[src/hdl/spq_pkg.sv]
`default_nettype none
// ----------------------------------------------------------------------------
// spq_pkg
// Shared types and codes for the sorted priority queue: command and status
// codes and the control group sent from the top level to every cell.
// ----------------------------------------------------------------------------
package spq_pkg;

	typedef enum logic {
		CMD_ENQ = 1'b0,
		CMD_DEQ = 1'b1
	} cmd_t;

	typedef enum logic [1:0] {
		ST_OK    = 2'd0,
		ST_FULL  = 2'd1,
		ST_EMPTY = 2'd2
	} status_t;

	// Per-cycle action broadcast along the chain.
	typedef struct packed {
		logic enq;
		logic deq;
	} spq_ctrl_t;

endpackage : spq_pkg
`default_nettype wire

[src/hdl/spq_cell.sv]
`default_nettype none
// ----------------------------------------------------------------------------
// spq_cell
// One slot of the sorted chain. Holds one entry, keeps it, takes the new
// entry, or takes its neighbor's entry as the chain shifts.
// ----------------------------------------------------------------------------
module spq_cell #(
	parameter int PRIO_BITS  = 8,
	parameter int VALUE_BITS = 16
) (
	input  wire logic                  clk,
	input  wire logic                  arst_n,
	input  wire spq_pkg::spq_ctrl_t    ctrl,
	input  wire logic [PRIO_BITS-1:0]  new_prio,
	input  wire logic [VALUE_BITS-1:0] new_val,
	input  wire logic                  left_vld,
	input  wire logic [PRIO_BITS-1:0]  left_prio,
	input  wire logic [VALUE_BITS-1:0] left_val,
	input  wire logic                  left_ins,
	input  wire logic                  right_vld,
	input  wire logic [PRIO_BITS-1:0]  right_prio,
	input  wire logic [VALUE_BITS-1:0] right_val,
	output logic                       vld,
	output logic [PRIO_BITS-1:0]       prio,
	output logic [VALUE_BITS-1:0]      val,
	output logic                       ins
);

	logic                  vld_q;
	logic [PRIO_BITS-1:0]  prio_q;
	logic [VALUE_BITS-1:0] val_q;

	// Displaced by the new entry: empty, or strictly larger priority.
	assign ins  = !vld_q || (prio_q > new_prio);
	assign vld  = vld_q;
	assign prio = prio_q;
	assign val  = val_q;

	always_ff @(posedge clk or negedge arst_n) begin
		if (!arst_n) begin
			vld_q <= 1'b0;
		end else if (ctrl.deq) begin
			vld_q <= right_vld;
		end else if (ctrl.enq && ins) begin
			vld_q <= left_ins ? left_vld : 1'b1;
		end
	end

	always_ff @(posedge clk) begin
		if (ctrl.deq) begin
			prio_q <= right_prio;
			val_q  <= right_val;
		end else if (ctrl.enq && ins) begin
			// shift back behind the left neighbor, or take the new entry
			if (left_ins) begin
				prio_q <= left_prio;
				val_q  <= left_val;
			end else begin
				prio_q <= new_prio;
				val_q  <= new_val;
			end
		end
	end

endmodule : spq_cell
`default_nettype wire

[src/hdl/sorted_priority_queue_unit.sv]
`default_nettype none
// ----------------------------------------------------------------------------
// sorted_priority_queue_unit
// Minimum priority queue of DEPTH entries kept sorted in a chain of cells.
// Equal priorities leave in arrival order.
// ----------------------------------------------------------------------------
//  channel  handshake             payload
//  in       in_valid / in_ready   command, entry_priority, entry_value
//  out      out_valid / out_ready out_priority, out_value, status, occupancy
//
//  One request per cycle while in_ready is high; its result appears in the
//  output register on the next cycle. The cell chain updates all slots in parallel.
//  Reset empties the queue (cell valid bits and count cleared).
//  in_ready is low only while a result waits and out_ready is low.
// ----------------------------------------------------------------------------
module sorted_priority_queue_unit #(
	parameter int DEPTH      = 16,
	parameter int PRIO_BITS  = 8,
	parameter int VALUE_BITS = 16,
	localparam int CNT_BITS  = $clog2(DEPTH + 1)
) (
	input  wire logic                  clk,
	input  wire logic                  arst_n,
	input  wire logic                  in_valid,
	output logic                       in_ready,
	input  wire logic                  command,
	input  wire logic [PRIO_BITS-1:0]  entry_priority,
	input  wire logic [VALUE_BITS-1:0] entry_value,
	output logic                       out_valid,
	input  wire logic                  out_ready,
	output logic [PRIO_BITS-1:0]       out_priority,
	output logic [VALUE_BITS-1:0]      out_value,
	output logic [1:0]                 status,
	output logic [CNT_BITS-1:0]        occupancy
);

	logic                  cell_vld  [DEPTH];
	logic [PRIO_BITS-1:0]  cell_prio [DEPTH];
	logic [VALUE_BITS-1:0] cell_val  [DEPTH];
	logic                  cell_ins  [DEPTH];
	logic [DEPTH-1:0]      vld_vec;

	logic                  in_fire;
	logic                  full;
	logic                  empty;
	logic                  is_deq;
	spq_pkg::spq_ctrl_t    ctrl;
	spq_pkg::status_t      status_d;
	logic [CNT_BITS-1:0]   count_q;
	logic [CNT_BITS-1:0]   count_d;

	logic                  out_valid_q;
	logic [PRIO_BITS-1:0]  out_prio_q;
	logic [VALUE_BITS-1:0] out_val_q;
	spq_pkg::status_t      status_q;
	logic [CNT_BITS-1:0]   occ_q;

	assign in_ready = !out_valid_q || out_ready;
	assign in_fire  = in_valid && in_ready;
	assign full     = cell_vld[DEPTH-1];
	assign empty    = !cell_vld[0];
	assign is_deq   = (command == spq_pkg::CMD_DEQ);

	always_comb begin
		ctrl.enq = in_fire && !is_deq && !full;
		ctrl.deq = in_fire && is_deq && !empty;
		count_d  = count_q;
		status_d = spq_pkg::ST_OK;
		if (ctrl.enq) begin
			count_d = count_q + CNT_BITS'(1);
		end else if (ctrl.deq) begin
			count_d = count_q - CNT_BITS'(1);
		end
		if (is_deq && empty) begin
			status_d = spq_pkg::ST_EMPTY;
		end else if (!is_deq && full) begin
			status_d = spq_pkg::ST_FULL;
		end
	end

	for (genvar i = 0; i < DEPTH; i++) begin : g_cell
		logic                  l_vld;
		logic [PRIO_BITS-1:0]  l_prio;
		logic [VALUE_BITS-1:0] l_val;
		logic                  l_ins;
		logic                  r_vld;
		logic [PRIO_BITS-1:0]  r_prio;
		logic [VALUE_BITS-1:0] r_val;

		if (i == 0) begin : g_head
			assign l_vld  = 1'b0;
			assign l_prio = '0;
			assign l_val  = '0;
			assign l_ins  = 1'b0;
		end else begin : g_body
			assign l_vld  = cell_vld[i-1];
			assign l_prio = cell_prio[i-1];
			assign l_val  = cell_val[i-1];
			assign l_ins  = cell_ins[i-1];
		end

		if (i == DEPTH - 1) begin : g_tail
			assign r_vld  = 1'b0;
			assign r_prio = '0;
			assign r_val  = '0;
		end else begin : g_next
			assign r_vld  = cell_vld[i+1];
			assign r_prio = cell_prio[i+1];
			assign r_val  = cell_val[i+1];
		end

		spq_cell #(
			.PRIO_BITS  (PRIO_BITS),
			.VALUE_BITS (VALUE_BITS)
		) u_cell (
			.clk        (clk),
			.arst_n     (arst_n),
			.ctrl       (ctrl),
			.new_prio   (entry_priority),
			.new_val    (entry_value),
			.left_vld   (l_vld),
			.left_prio  (l_prio),
			.left_val   (l_val),
			.left_ins   (l_ins),
			.right_vld  (r_vld),
			.right_prio (r_prio),
			.right_val  (r_val),
			.vld        (cell_vld[i]),
			.prio       (cell_prio[i]),
			.val        (cell_val[i]),
			.ins        (cell_ins[i])
		);

		assign vld_vec[i] = cell_vld[i];
	end

	always_ff @(posedge clk or negedge arst_n) begin
		if (!arst_n) begin
			count_q     <= '0;
			out_valid_q <= 1'b0;
		end else begin
			count_q <= count_d;
			if (in_fire) begin
				out_valid_q <= 1'b1;
			end else if (out_ready) begin
				out_valid_q <= 1'b0;
			end
		end
	end

	always_ff @(posedge clk) begin
		if (in_fire) begin
			out_prio_q <= ctrl.deq ? cell_prio[0] : '0;
			out_val_q  <= ctrl.deq ? cell_val[0] : '0;
			status_q   <= status_d;
			occ_q      <= count_d;
		end
	end

	assign out_valid    = out_valid_q;
	assign out_priority = out_prio_q;
	assign out_value    = out_val_q;
	assign status       = status_q;
	assign occupancy    = occ_q;

`ifndef SYNTHESIS
	a_count_matches: assert property (@(posedge clk) disable iff (!arst_n)
		count_q == CNT_BITS'($countones(vld_vec)))
		else $error("count differs from number of valid cells");

	a_valid_packed: assert property (@(posedge clk) disable iff (!arst_n)
		((vld_vec + 1'b1) & vld_vec) == '0)
		else $error("valid cells are not packed at the head");

	for (genvar k = 1; k < DEPTH; k++) begin : g_chk_sorted
		a_sorted: assert property (@(posedge clk) disable iff (!arst_n)
			cell_vld[k] |-> (cell_prio[k-1] <= cell_prio[k]))
			else $error("chain is out of priority order");
	end

	a_deq_front: assert property (@(posedge clk) disable iff (!arst_n)
		ctrl.deq |=> (out_priority == $past(cell_prio[0])) &&
			(status == spq_pkg::ST_OK))
		else $error("dequeue did not return the front entry");

	a_no_overflow: assert property (@(posedge clk) disable iff (!arst_n)
		(in_fire && !is_deq && full) |=> $stable(vld_vec) &&
			(status == spq_pkg::ST_FULL))
		else $error("enqueue on full queue changed the store");
`endif

endmodule : sorted_priority_queue_unit
`default_nettype wire

[config.mk]
export PLATFORM = sky130hd
export DESIGN_NAME = sorted_priority_queue_unit
export DESIGN_NICKNAME = d
export VERILOG_FILES = /design/src/hdl/spq_pkg.sv /design/src/hdl/spq_cell.sv /design/src/hdl/sorted_priority_queue_unit.sv
export SDC_FILE = /design/constraint.sdc
export NUM_CORES = 1
export LEC_CHECK = 0
export BUFFER_PORTS_ARGS = -buffer_cell sky130_fd_sc_hd__buf_2
export CORE_ASPECT_RATIO = 1.1
export CORE_MARGIN = 1
export CORE_UTILIZATION = 50
export CTS_BUF_LIST = sky130_fd_sc_hd__clkbuf_4 sky130_fd_sc_hd__clkbuf_8
export CTS_CLUSTER_DIAMETER = 120
export CTS_CLUSTER_SIZE = 8
export DETAILED_ROUTE_END_ITERATION = 10
export GPL_TIMING_DRIVEN = 0
export PLACE_DENSITY = 0.66
export SYNTH_ARGS = -nofsm -noshare
export SYNTH_HDL_FRONTEND = slang
export SYNTH_HIERARCHICAL = 1
export SYNTH_SLANG_ARGS = --single-unit
[constraint.sdc]
create_clock -name clk -period 4.7 [get_ports clk]
set_input_delay 0.47 -clock clk [delete_from_list [all_inputs] [get_ports clk]]
set_output_delay 0.47 -clock clk [all_outputs]
set_load 0.1 [all_outputs]
---- After elaboration in Yosys (flattened, before gate mapping) ----
Index checks and enable logic that the tools add are counted.
storage, ports and cells
  bits in registers ....................... 437
  bits of input ports ..................... 29
  output and inout bits ................... 33
  logic and storage cells ................. 289
cells by class
  $add $sub $neg .......................... 2
  magnitude comparators ................... 16
  muxes and demuxes ....................... 142
  reduce and logical (&&, ||, !) cells .... 75
operators by type and width
  operator             count
  $mux 16              45
  $mux 8               45
  $gt 8x8->1           16
  $mux 1               50
  $reduce_bool 2->1    17
  $logic_and 1x1->1    23
  $logic_not 1->1      18
  $logic_or 1x1->1     17
  $mux 5               2
  $add 5x1->5 const B  1
  $sub 5x1->5 const B  1

---- Longest topological paths before layout ----
Gate-level depths: netlist of run 1.
  depth in word-level cells ............... 8
  mapped depth ............................ 12
  depth with buffers taken out ............ 11

---- By module ----
The synthesis of run 1 kept the hierarchy.
modules (own cells, without submodules)
  module                      instances  cells each  area each (um2)  sequential area each (um2)
  spq_cell                    16         147         1516.5           745.7
  sorted_priority_queue_unit  1          98          1487.7           1081.0

---- Worst setup path after synthesis of run 1 ----
No wires, ideal clock.
  path kind ............................... register to register
  start point ............................. register out_valid_q, in the netlist out_valid
  end point ............................... register g_cell[2].u_cell.prio_q[0] (enable)
  setup time .............................. 0.381 ns
  arrival ................................. 4.461 ns
  required time ........................... 4.319 ns
  path slack .............................. -0.142 ns
  stages on the path, launching flop included .. 8
  buffers on the path ..................... 0
  period minus slack after synthesis ...... 4.842 ns
  cell sequence ........................... dfrtp_1 -> nand2b_4 -> nand2_1 -> nor3_1 -> o21ai_0 -> o21ba_1 -> o21ai_1 -> nand2_1
RTL lines
  element                   line                               source
  start: declaration        sorted_priority_queue_unit.sv:52   logic out_valid_q;
  start signal: assignment  sorted_priority_queue_unit.sv:140  out_valid_q <= 1'b0;
  start signal: assignment  sorted_priority_queue_unit.sv:144  out_valid_q <= 1'b1;
  start signal: assignment  sorted_priority_queue_unit.sv:146  out_valid_q <= 1'b0;
  end signal: assignment    spq_cell.sv:51                     prio_q <= right_prio;
  end signal: assignment    spq_cell.sv:56                     prio_q <= left_prio;
  end signal: assignment    spq_cell.sv:59                     prio_q <= new_prio;
  end: declaration          spq_cell.sv:30                     logic [PRIO_BITS-1:0] prio_q;

==> results by group, run 1 <==
Status
  • Status: finished, final reports clean

GRT
  • GR Overflow Total: 0
  • First-pass GRT wire length: 111000 um
  • Initial antenna violation count: 3
  • GRT Overall Usage: 0.276
  • Largest net degree at the start of global routing: 35
  • Vias in the first global route: 20200

Placed design
  • Place WS: 1.12 ns
  • GP Congestion: 0.842
  • Number of port buffers: just over 60
  • Hpwl dp: ~52000 um

Worst hold path
  • Hold WC Path Type: in2reg
  • Worst Hold End: out_valid
  • Hold depth: 2
  • Min-delay src: in_valid

Detailed routing
  • Routed len/inst: 21.7 um
  • Detail Route Antenna Nets: 0
  • Post-Route WL: 72400 um
  • Via count: 19500
  • Vias per cell: around 6
  • First-pass DRT Iterations: 6
  • Initial drt markers: 1517
  • DRC violations left: 0

Floorplanning
  • Die Wd: 218 um
  • Starting Density: 0.510
  • Num rows: 86
  • Core area: 50500 um2
  • Die Span Y: 240 um
  • DIE AREA: around 52000 um2
  • Ports: 62

Cells and area
  • Sequential cell area: 13000 um2
  • ANT cells: 0
  • Area occupied by multi-input gates: 11400 um2
  • Most frequent cells in the layout: o21ai_0 (431), nand2_1 (419), edfxtp_1 (415)
  • Layout cell share with drive strength beyond 1: 0.0966
  • Area Overhead vs Synth: 9.99%
  • # fillers: 4413
  • Nets@finish: 2782
  • Most frequent standard cell in the layout excluding fill and tap cells: o21ai_0

Power and ir drop
  • Portion of total power attributed to the clock network: 0.212
  • Switch Pwr: 5.17 mW
  • Sw Share: 0.360
  • Total power per unit cell area: between 500 and 600 nW/um2
  • Comb pwr share: 0.350
  • Pint: 9.18 mW
  • Peak supply drop: roughly 0.34 mV
  • Total power: 14.4 mW
  • Sequential Power Share: 0.439
  • P_leak: around 12 nW

Worst setup path
  • CP Data Arrival Time: approximately 3.8 ns
  • CP startpoint: g_cell[0].u_cell/vld
  • FF-to-FF path depth: 6
  • Reg-to-Reg End: g_cell[14].u_cell/val[2]
  • Worst-path maximum fanout: 25
  • Crit Path Category: reg2reg
  • R2R setup slack: 1.25 ns
  • CP required: 5.00 ns
  • CP Launch Type: register
  • Crit. End Element: register
  • R2r startpoint: g_cell[0].u_cell/vld

STA
  • FMAX: 290 MHz
  • Slew @ Worst Pin: about 1.3 ns
  • RSZ-0062 raised after global routing: no
  • Fin crit share: 0.734
  • Final setup vio count: 0
  • Hold slack: 0.0954 ns
  • Worst setup margin: 1.25 ns
  • Post-Route Setup TNS: 0 ns
  • Worst Skew: 0.0386 ns
  • Fin crit period: 3.45 ns
  • Slew headroom: 0.142
  • Final Hold Viols: 0
  • Slew Viols, Final: 0

CTS
  • Sink Count: about 440
  • Worst-case clock buffer depth: 3
  • CTS H-tree lvls: 2
  • Root buf cell: clkbuf_8
  • Worst-Skew Late Latency: 0.69 ns
  • CTS tree: done
  • CTS resizes: 0
  • Cts bufs inserted: 60
  • Register clock-pin slew on the reported worst setup and hold paths: 0.07 ns

Synthesis
  • Yosys warns: 6
  • Avg Cell Area, Syn: 10.5 um2
  • Cell count after synthesis: 2447
  • Cell area after synthesis: 25700 um2

Run
  • Max_cap viols: 0
timing repair:
item	4_1_cts	5_1_grt
hold buffers	1	0
hold endpoints to repair	22	0
buffers inserted	0	0
final cells by class:
cell class                 count  share of cell area
inverter                     195              0.0259
tap                          660              0.0292
multi-input combinational   1718               0.402
clock inverter                 2            0.000575
clock buffer                 107              0.0419
timing repair buffer          64              0.0122
sequential                   437               0.460
buffer                       147              0.0290
sequential cells by signal, indices dropped and copies added (netlist names):
signal,count
occupancy,5
g_cell.u_cell/val,256
out_valid,1
out_priority,8
count_q,5
g_cell.u_cell/vld,16
g_cell.u_cell/prio,128
status,2
out_value,16
power groups by stage:
stage | clock network, mW | logic, mW | registers, mW
after CTS | 3.09 | 4.97 | 6.29
final | 3.04 | 5.02 | 6.29
after detailed placement | 0 | 4.95 | 6.37
after floorplan | 0 | 3.66 | 6.20
after global routing | 3.24 | 5.46 | 6.37
after global placement | 0 | 4.75 | 6.34
metal layers:
metal | up-vias | wire, um | GRT usage
met5 | - | 18 | 0
met4 | 4 | 2660 | 0.123
met3 | 192 | 3870 | 0.0366
met2 | 691 | 36500 | 0.487
met1 | 9532 | 29400 | 0.335
li1 | 9078 | - | -
critical path, stage by stage (launching register included):
cell and delay (ns):
dfrtp_1 0.54, and4_4 0.29, buf_2 0.52, clkbuf_1 0.31, clkbuf_1 0.40, a21oi_1 0.08, nand2_1 0.89
worst max path at each step:
stage                               endpoint  slack [ns]  depth (start not counted)
finish              g_cell[14].u_cell/val[2]        1.25                          6
global route        g_cell[14].u_cell/val[5]        0.98                          6
CTS                 g_cell[13].u_cell/val[3]        1.24                          6
detailed placement  g_cell[14].u_cell/val[4]        1.12                          8
global placement     g_cell[2].u_cell/val[8]       -0.72                          8
floorplan           g_cell[2].u_cell/prio[0]        0.75                          7
through the flow:
| stage | util | instances | cell area [um2] |
|---|---|---|---|
| after global routing | 0.561 | 3330 | 28300 |
| after floorplan | - | 2497 | 25900 |
| after detailed placement | 0.537 | 3220 | 27100 |
| after global placement | 0.536 | 3218 | 27100 |
| after CTS | 0.561 | 3330 | 28300 |
| final | 0.561 | 3330 | 28300 |
Note: power is estimated with default switching activity, not from simulation.
==> run 2, diff against run 1 <==
--- a/config.mk
+++ b/config.mk
@@ -14,7 +14,7 @@
 export CTS_CLUSTER_SIZE = 8
 export DETAILED_ROUTE_END_ITERATION = 10
 export GPL_TIMING_DRIVEN = 0
-export PLACE_DENSITY = 0.66
+export PLACE_DENSITY = 0.69
 export SYNTH_ARGS = -nofsm -noshare
 export SYNTH_HDL_FRONTEND = slang
 export SYNTH_HIERARCHICAL = 1
==> constraint.sdc (replaced) <==
create_clock -name clk -period 2.9 [get_ports clk]
set_input_delay 0.29 -clock clk [delete_from_list [all_inputs] [get_ports clk]]
set_output_delay 0.29 -clock clk [all_outputs]
set_load 0.1 [all_outputs]
==> results by group, run 2 (synthesized netlist as in run 1, its figures left out) <==
Worst hold path
  • Hold depth: 3
  • Min-delay src: out_ready
  • Worst Hold End: out_valid
  • Hold WC Path Type: in2reg

Floorplanning
  • Starting Density: 0.510
  • Ports: 62
  • Core area: 50500 um2
  • Die Span Y: between 200 and 250 um
  • DIE AREA: approximately 52000 um2
  • Die Wd: 218 um
  • Num rows: 86

CTS
  • Worst-Skew Late Latency: 0.68 ns
  • CTS tree: done
  • Sink Count: 437
  • Post-CTS setup buffers: 0
  • Register clock-pin slew on the reported worst setup and hold paths: approximately 0.060 ns
  • CTS H-tree lvls: 2
  • Root buf cell: clkbuf_8
  • Worst-case clock buffer depth: 3
  • Cts bufs inserted: 60

Cells and area
  • Area Overhead vs Synth: 10.8%
  • Sequential cell area: 13000 um2
  • Cell Count, Final, Fillers Out: between 3000 and 4000
  • ANT cells: 0
  • Most frequent standard cell in the layout excluding fill and tap cells: o21ai_0
  • Finished Cell Area: 28500 um2
  • Util after Layout: 0.565
  • Max reg flops: ~260
  • Layout cell share with drive strength beyond 1: 0.105
  • # fillers: 4346
  • Nets@finish: approximately 2800
  • Area occupied by multi-input gates: roughly 11000 um2
  • Most frequent cells in the layout: o21ai_0 (430), edfxtp_1 (415), nand2_1 (402)

Worst setup path
  • Slowest stage cell on the critical path: nor3_4
  • CP Launch Type: register
  • Worst-path maximum fanout: 25
  • Reg-to-Reg End: g_cell[8].u_cell/val[9]
  • Crit Path Category: reg2reg
  • CP Data Arrival Time: 3.13 ns
  • CP required: between 3 and 4 ns
  • R2R setup slack: 0.09 ns
  • Crit. End Element: register
  • R2r startpoint: out_valid
  • Crit path largest cell delay: 0.69 ns
  • Worst-path cell chain: nand2b_4, nand2_2, nor3_4, buf_16, o21ai_0, o21ba_1, o21ai_1, nand2_4
  • FF-to-FF path depth: 8

Detailed routing
  • Detail Route Antenna Nets: 0
  • Via count: 19600
  • Vias per cell: 5.89
  • First-pass DRT Iterations: 7
  • Routed len/inst: 21.4 um
  • DRC violations left: 0
  • Post-Route WL: 71200 um
  • Initial drt markers: 1672

Placed design
  • Placed cell area: about 27000 um2
  • Place WS: -0.334 ns
  • Placed Cells: around 3200
  • Number of port buffers: 61
  • GP Congestion: 0.878
  • Hpwl dp: 52100 um

STA
  • Worst Skew: 0.0482 ns
  • Final Hold Viols: 0
  • Fin crit period: 2.81 ns
  • Fin crit share: 0.971
  • FMAX: roughly 360 MHz
  • Post-Route Setup TNS: 0 ns
  • Slew Viols, Final: 0
  • Final setup vio count: 0
  • Hold slack: between 0.07 and 0.08 ns
  • Slew headroom: 0.102
  • RSZ-0062 raised after global routing: no
  • Slew @ Worst Pin: 1.35 ns
  • Worst setup margin: between 0.08 and 0.09 ns

Power and ir drop
  • Total power: 23.4 mW
  • Peak supply drop: 0.429 mV
  • Sw Share: 0.361
  • Comb pwr share: 0.352
  • Sequential Power Share: 0.434
  • Portion of total power attributed to the clock network: 0.215
  • Switch Pwr: 8.43 mW
  • Pint: ~15 mW
  • P_leak: around 12 nW
  • Total power per unit cell area: about 820 nW/um2

GRT
  • GRT Overall Usage: 0.272
  • Largest net degree at the start of global routing: 35
  • GR Overflow Total: 0
  • Initial antenna violation count: 1
  • First-pass GRT wire length: ~110000 um
  • Vias in the first global route: around 20000

Run
  • Max_cap viols: 0

Status
  • Status: finished, final reports clean
run 2: cell types whose count changed in the layout (fill, tap and decap cells not counted), moves of 2 or more:
cell	before	now
nand2_4	0	16
nand2_1	419	402
clkbuf_4	46	50
dlygate4sd3_1	1	3
buf_8	2	0
buf_16	0	2
run 2: worst max path at each step:
| stage | startpoint | endpoint | slack, ns | depth (start not counted) |
|---|---|---|---|---|
| floorplan | out_valid | g_cell[3].u_cell/prio[0] | -0.04 | 7 |
| global placement | out_valid | g_cell[3].u_cell/val[6] | -0.79 | 7 |
| detailed placement | entry_priority[3] | g_cell[9].u_cell/val[10] | -0.33 | 11 |
| CTS | out_valid | g_cell[11].u_cell/prio[6] | 0.09 | 8 |
| global route | out_valid | g_cell[11].u_cell/prio[6] | 0.02 | 8 |
| finish | out_valid | g_cell[8].u_cell/val[9] | 0.09 | 8 |
run 2: what timing repair did:
| item | in CTS | in global routing |
|---|---|---|
| pin swaps | 0 | 1 |
| setup endpoints to repair | 86 | 85 |
| hold endpoints to repair | 26 | 0 |
| hold buffers | 3 | 0 |
| gates resized for setup | 0 | 0 |
run 2: cell type report:
class                   instances  share of cell area
clock inverters                 3             0.00105
repair buffers                 66              0.0137
multi-input cells            1718               0.403
well taps                     660              0.0290
flip-flops and latches        437               0.456
plain buffers                 146              0.0286
clock buffers                 111              0.0426
inverters                     195              0.0257
run 2: worst max-delay path: cells and delay by family (launching register included):
| kind | cells | cell delay (ns) |
|---|---|---|
| buf+inv | 1 | 0.25 |
| flops | 1 | 0.49 |
| compound gates | 3 | 0.47 |
| simple gates | 4 | 1.19 |
run 2: power groups by stage:
stage / Clock, mW / Sequential [mW] / Combinational [mW]
detailed placement: 0 / 10.3 / 8.11
finish: 5.02 / 10.1 / 8.23
floorplan: 0 / 10.0 / 6.00
global route: 5.34 / 10.3 / 8.97
global placement: 0 / 10.2 / 7.73
CTS: 5.11 / 10.1 / 8.14
run 2: metal layers:
metal	up-vias	wire, um	track usage
met1	9516	28500	0.328
met4	2	3300	0.125
li1	9089	-	-
met3	241	3840	0.0354
met2	787	35600	0.480
met5	-	12	0
==> run 3, diff against run 2 <==
--- a/config.mk
+++ b/config.mk
@@ -15,6 +15,7 @@
 export DETAILED_ROUTE_END_ITERATION = 10
 export GPL_TIMING_DRIVEN = 0
 export PLACE_DENSITY = 0.69
+export RECOVER_POWER = 25
 export SYNTH_ARGS = -nofsm -noshare
 export SYNTH_HDL_FRONTEND = slang
 export SYNTH_HIERARCHICAL = 1
==> results by group, run 3 (synthesized netlist as in run 1, its figures left out) <==
Power and ir drop
  • Switch Pwr: between 8 and 9 mW
  • Total power: 23.3 mW
  • Peak supply drop: about 0.43 mV
  • Total power per unit cell area: about 800 nW/um2
  • Comb pwr share: 0.351
  • P_leak: 12.1 nW
  • Pint: 14.9 mW
  • Sequential Power Share: 0.435
  • Portion of total power attributed to the clock network: 0.215
  • Sw Share: 0.361

Detailed routing
  • Initial drt markers: 1576
  • Post-Route WL: between 70000 and 80000 um
  • Via count: about 20000
  • Vias per cell: 5.86
  • DRC violations left: 0
  • Routed len/inst: about 21 um
  • Detail Route Antenna Nets: 0
  • First-pass DRT Iterations: 6

Floorplanning
  • Die Span Y: 240 um
  • Num rows: 86
  • Ports: 62
  • Die Wd: 218 um
  • Core area: 50500 um2
  • DIE AREA: 52400 um2
  • Starting Density: 0.510

STA
  • Hold slack: 0.0682 ns
  • Worst Skew: 0.0516 ns
  • Slew Viols, Final: 23
  • Fin crit period: 2.77 ns
  • Post-Route Setup TNS: 0 ns
  • Final setup vio count: 0
  • Final Hold Viols: 0
  • Slew headroom: -0.443
  • Slew @ Worst Pin: 2.16 ns
  • Fin crit share: 0.955
  • FMAX: about 360 MHz
  • Worst setup margin: 0.132 ns
  • RSZ-0062 raised after global routing: no

Worst setup path
  • Crit path largest cell delay: 0.65 ns
  • Crit. End Element: register
  • CP Launch Type: register
  • Crit Path Category: reg2reg
  • CP required: approximately 3.2 ns
  • Worst-path maximum fanout: 25
  • WP depth: 8
  • FF-to-FF path depth: 8
  • Family with the most delay on the worst path: simple AND/OR/NAND/NOR gates
  • CP Data Arrival Time: ~3 ns
  • Worst-path cell chain: nand2b_4, nand2_2, nor3_4, buf_16, o21ai_0, o21ba_1, o21ai_1, nand2_4
  • Slowest stage cell on the critical path: nor3_4
  • Buffer and inverter count on the worst path: 1

GRT
  • First-pass GRT wire length: 110000 um
  • GRT Overall Usage: 0.272
  • Vias in the first global route: 20400
  • Initial antenna violation count: 1
  • GR Overflow Total: 0
  • Largest net degree at the start of global routing: 35

Status
  • Failing checks: max-capacitance violations, max-slew violations
  • Status: finished with violations

Placed design
  • Place WS: -0.334 ns
  • Number of port buffers: 61
  • Placed cell area: 27200 um2
  • GP Congestion: roughly 0.88
  • Hpwl dp: between 50000 and 60000 um

Cells and area
  • Most frequent cells in the layout: o21ai_0 (434), edfxtp_1 (415), nand2_1 (402)
  • Finished Cell Area: 28500 um2
  • ANT cells: 0
  • Nets@finish: between 2000 and 3000
  • Layout cell share with drive strength beyond 1: 0.0882
  • Max reg flops: 256
  • Most frequent standard cell in the layout excluding fill and tap cells: o21ai_0
  • Area Overhead vs Synth: 10.5%

Run
  • Max_cap viols: 1

CTS
  • Sink Count: between 400 and 500
  • Register clock-pin slew on the reported worst setup and hold paths: 0.07 ns
  • CTS resizes: 0
  • Worst-Skew Late Latency: 0.68 ns
  • Worst-case clock buffer depth: 3
  • Cts bufs inserted: 60
  • Root buf cell: clkbuf_8
  • CTS tree: done
  • Post-CTS setup buffers: 0
  • CTS H-tree lvls: 2

Worst hold path
  • Hold depth: 3
  • Hold WC Path Type: in2reg
-- run 3: changes by cell type in the layout (fill, tap and decap cells not counted) --
cell and delta:
o21ai_0 +4, buf_2 -42, o21ai_1 -4, clkbuf_1 +44
and2_1 -13, and2_0 +13, buf_6 -2
-- run 3: cell type report --
type,instances,area [um2]
buffer,146,792
clock buffer,111,1210
clock inverter,3,30.0
fill,4367,22000
inverter,195,732
multi-input combinational,1718,11500
sequential,437,13000
tap,660,826
timing repair buffer,66,348
-- run 3: final timing paths --
kind	from	endpoint	slack [ns]
worst max-delay path	out_valid	g_cell[9].u_cell/val[2]	0.13
worst min-delay path	out_ready	out_valid	0.07
worst min register to register	count_q[4]	count_q[4]	0.48
worst max register to register	out_valid	g_cell[9].u_cell/val[2]	0.13
min in group asynchronous	arst_n	g_cell[0].u_cell/vld	0.78
max in group asynchronous	arst_n	out_valid	0.60
-- run 3: metal layers --
metal	vias to the layer above	wire length [um]	global-route usage
met1	9496	28400	0.328
met5	-	12	0
met3	220	3870	0.0354
met2	770	35800	0.480
met4	2	3070	0.125
li1	9077	-	-
-- run 3: power groups by stage --
stage | Sequential [mW] | Clock, mW | Combinational (mW)
2_1_floorplan | 10.0 | 0 | 6.00
3_3_place_gp | 10.2 | 0 | 7.73
3_5_place_dp | 10.3 | 0 | 8.11
4_1_cts | 10.1 | 5.11 | 8.14
5_1_grt | 10.3 | 5.34 | 8.92
6_report | 10.1 | 5.02 | 8.18
-- run 3: what timing repair did --
item / CTS / global route
endpoints found under the hold margin: 26 / 0
endpoints found under the setup margin: 86 / 85
hold buffers: 3 / 0
pin swaps: 0 / 1
-- run 3: worst reg2reg max path, stage by stage, from the launching register on --
cell,delay (ns)
dfrtp_4,0.50
nand2b_4,0.12
nand2_2,0.09
nor3_4,0.65
buf_16,0.27
o21ai_0,0.13
o21ba_1,0.23
o21ai_1,0.12
nand2_4,0.30
-- run 3: metrics by stage --
step / util / cells
6_report: 0.564 / 3336
3_3_place_gp: 0.539 / 3218
5_1_grt: 0.564 / 3336
3_5_place_dp: 0.540 / 3220
4_1_cts: 0.565 / 3336
2_1_floorplan: - / 2497
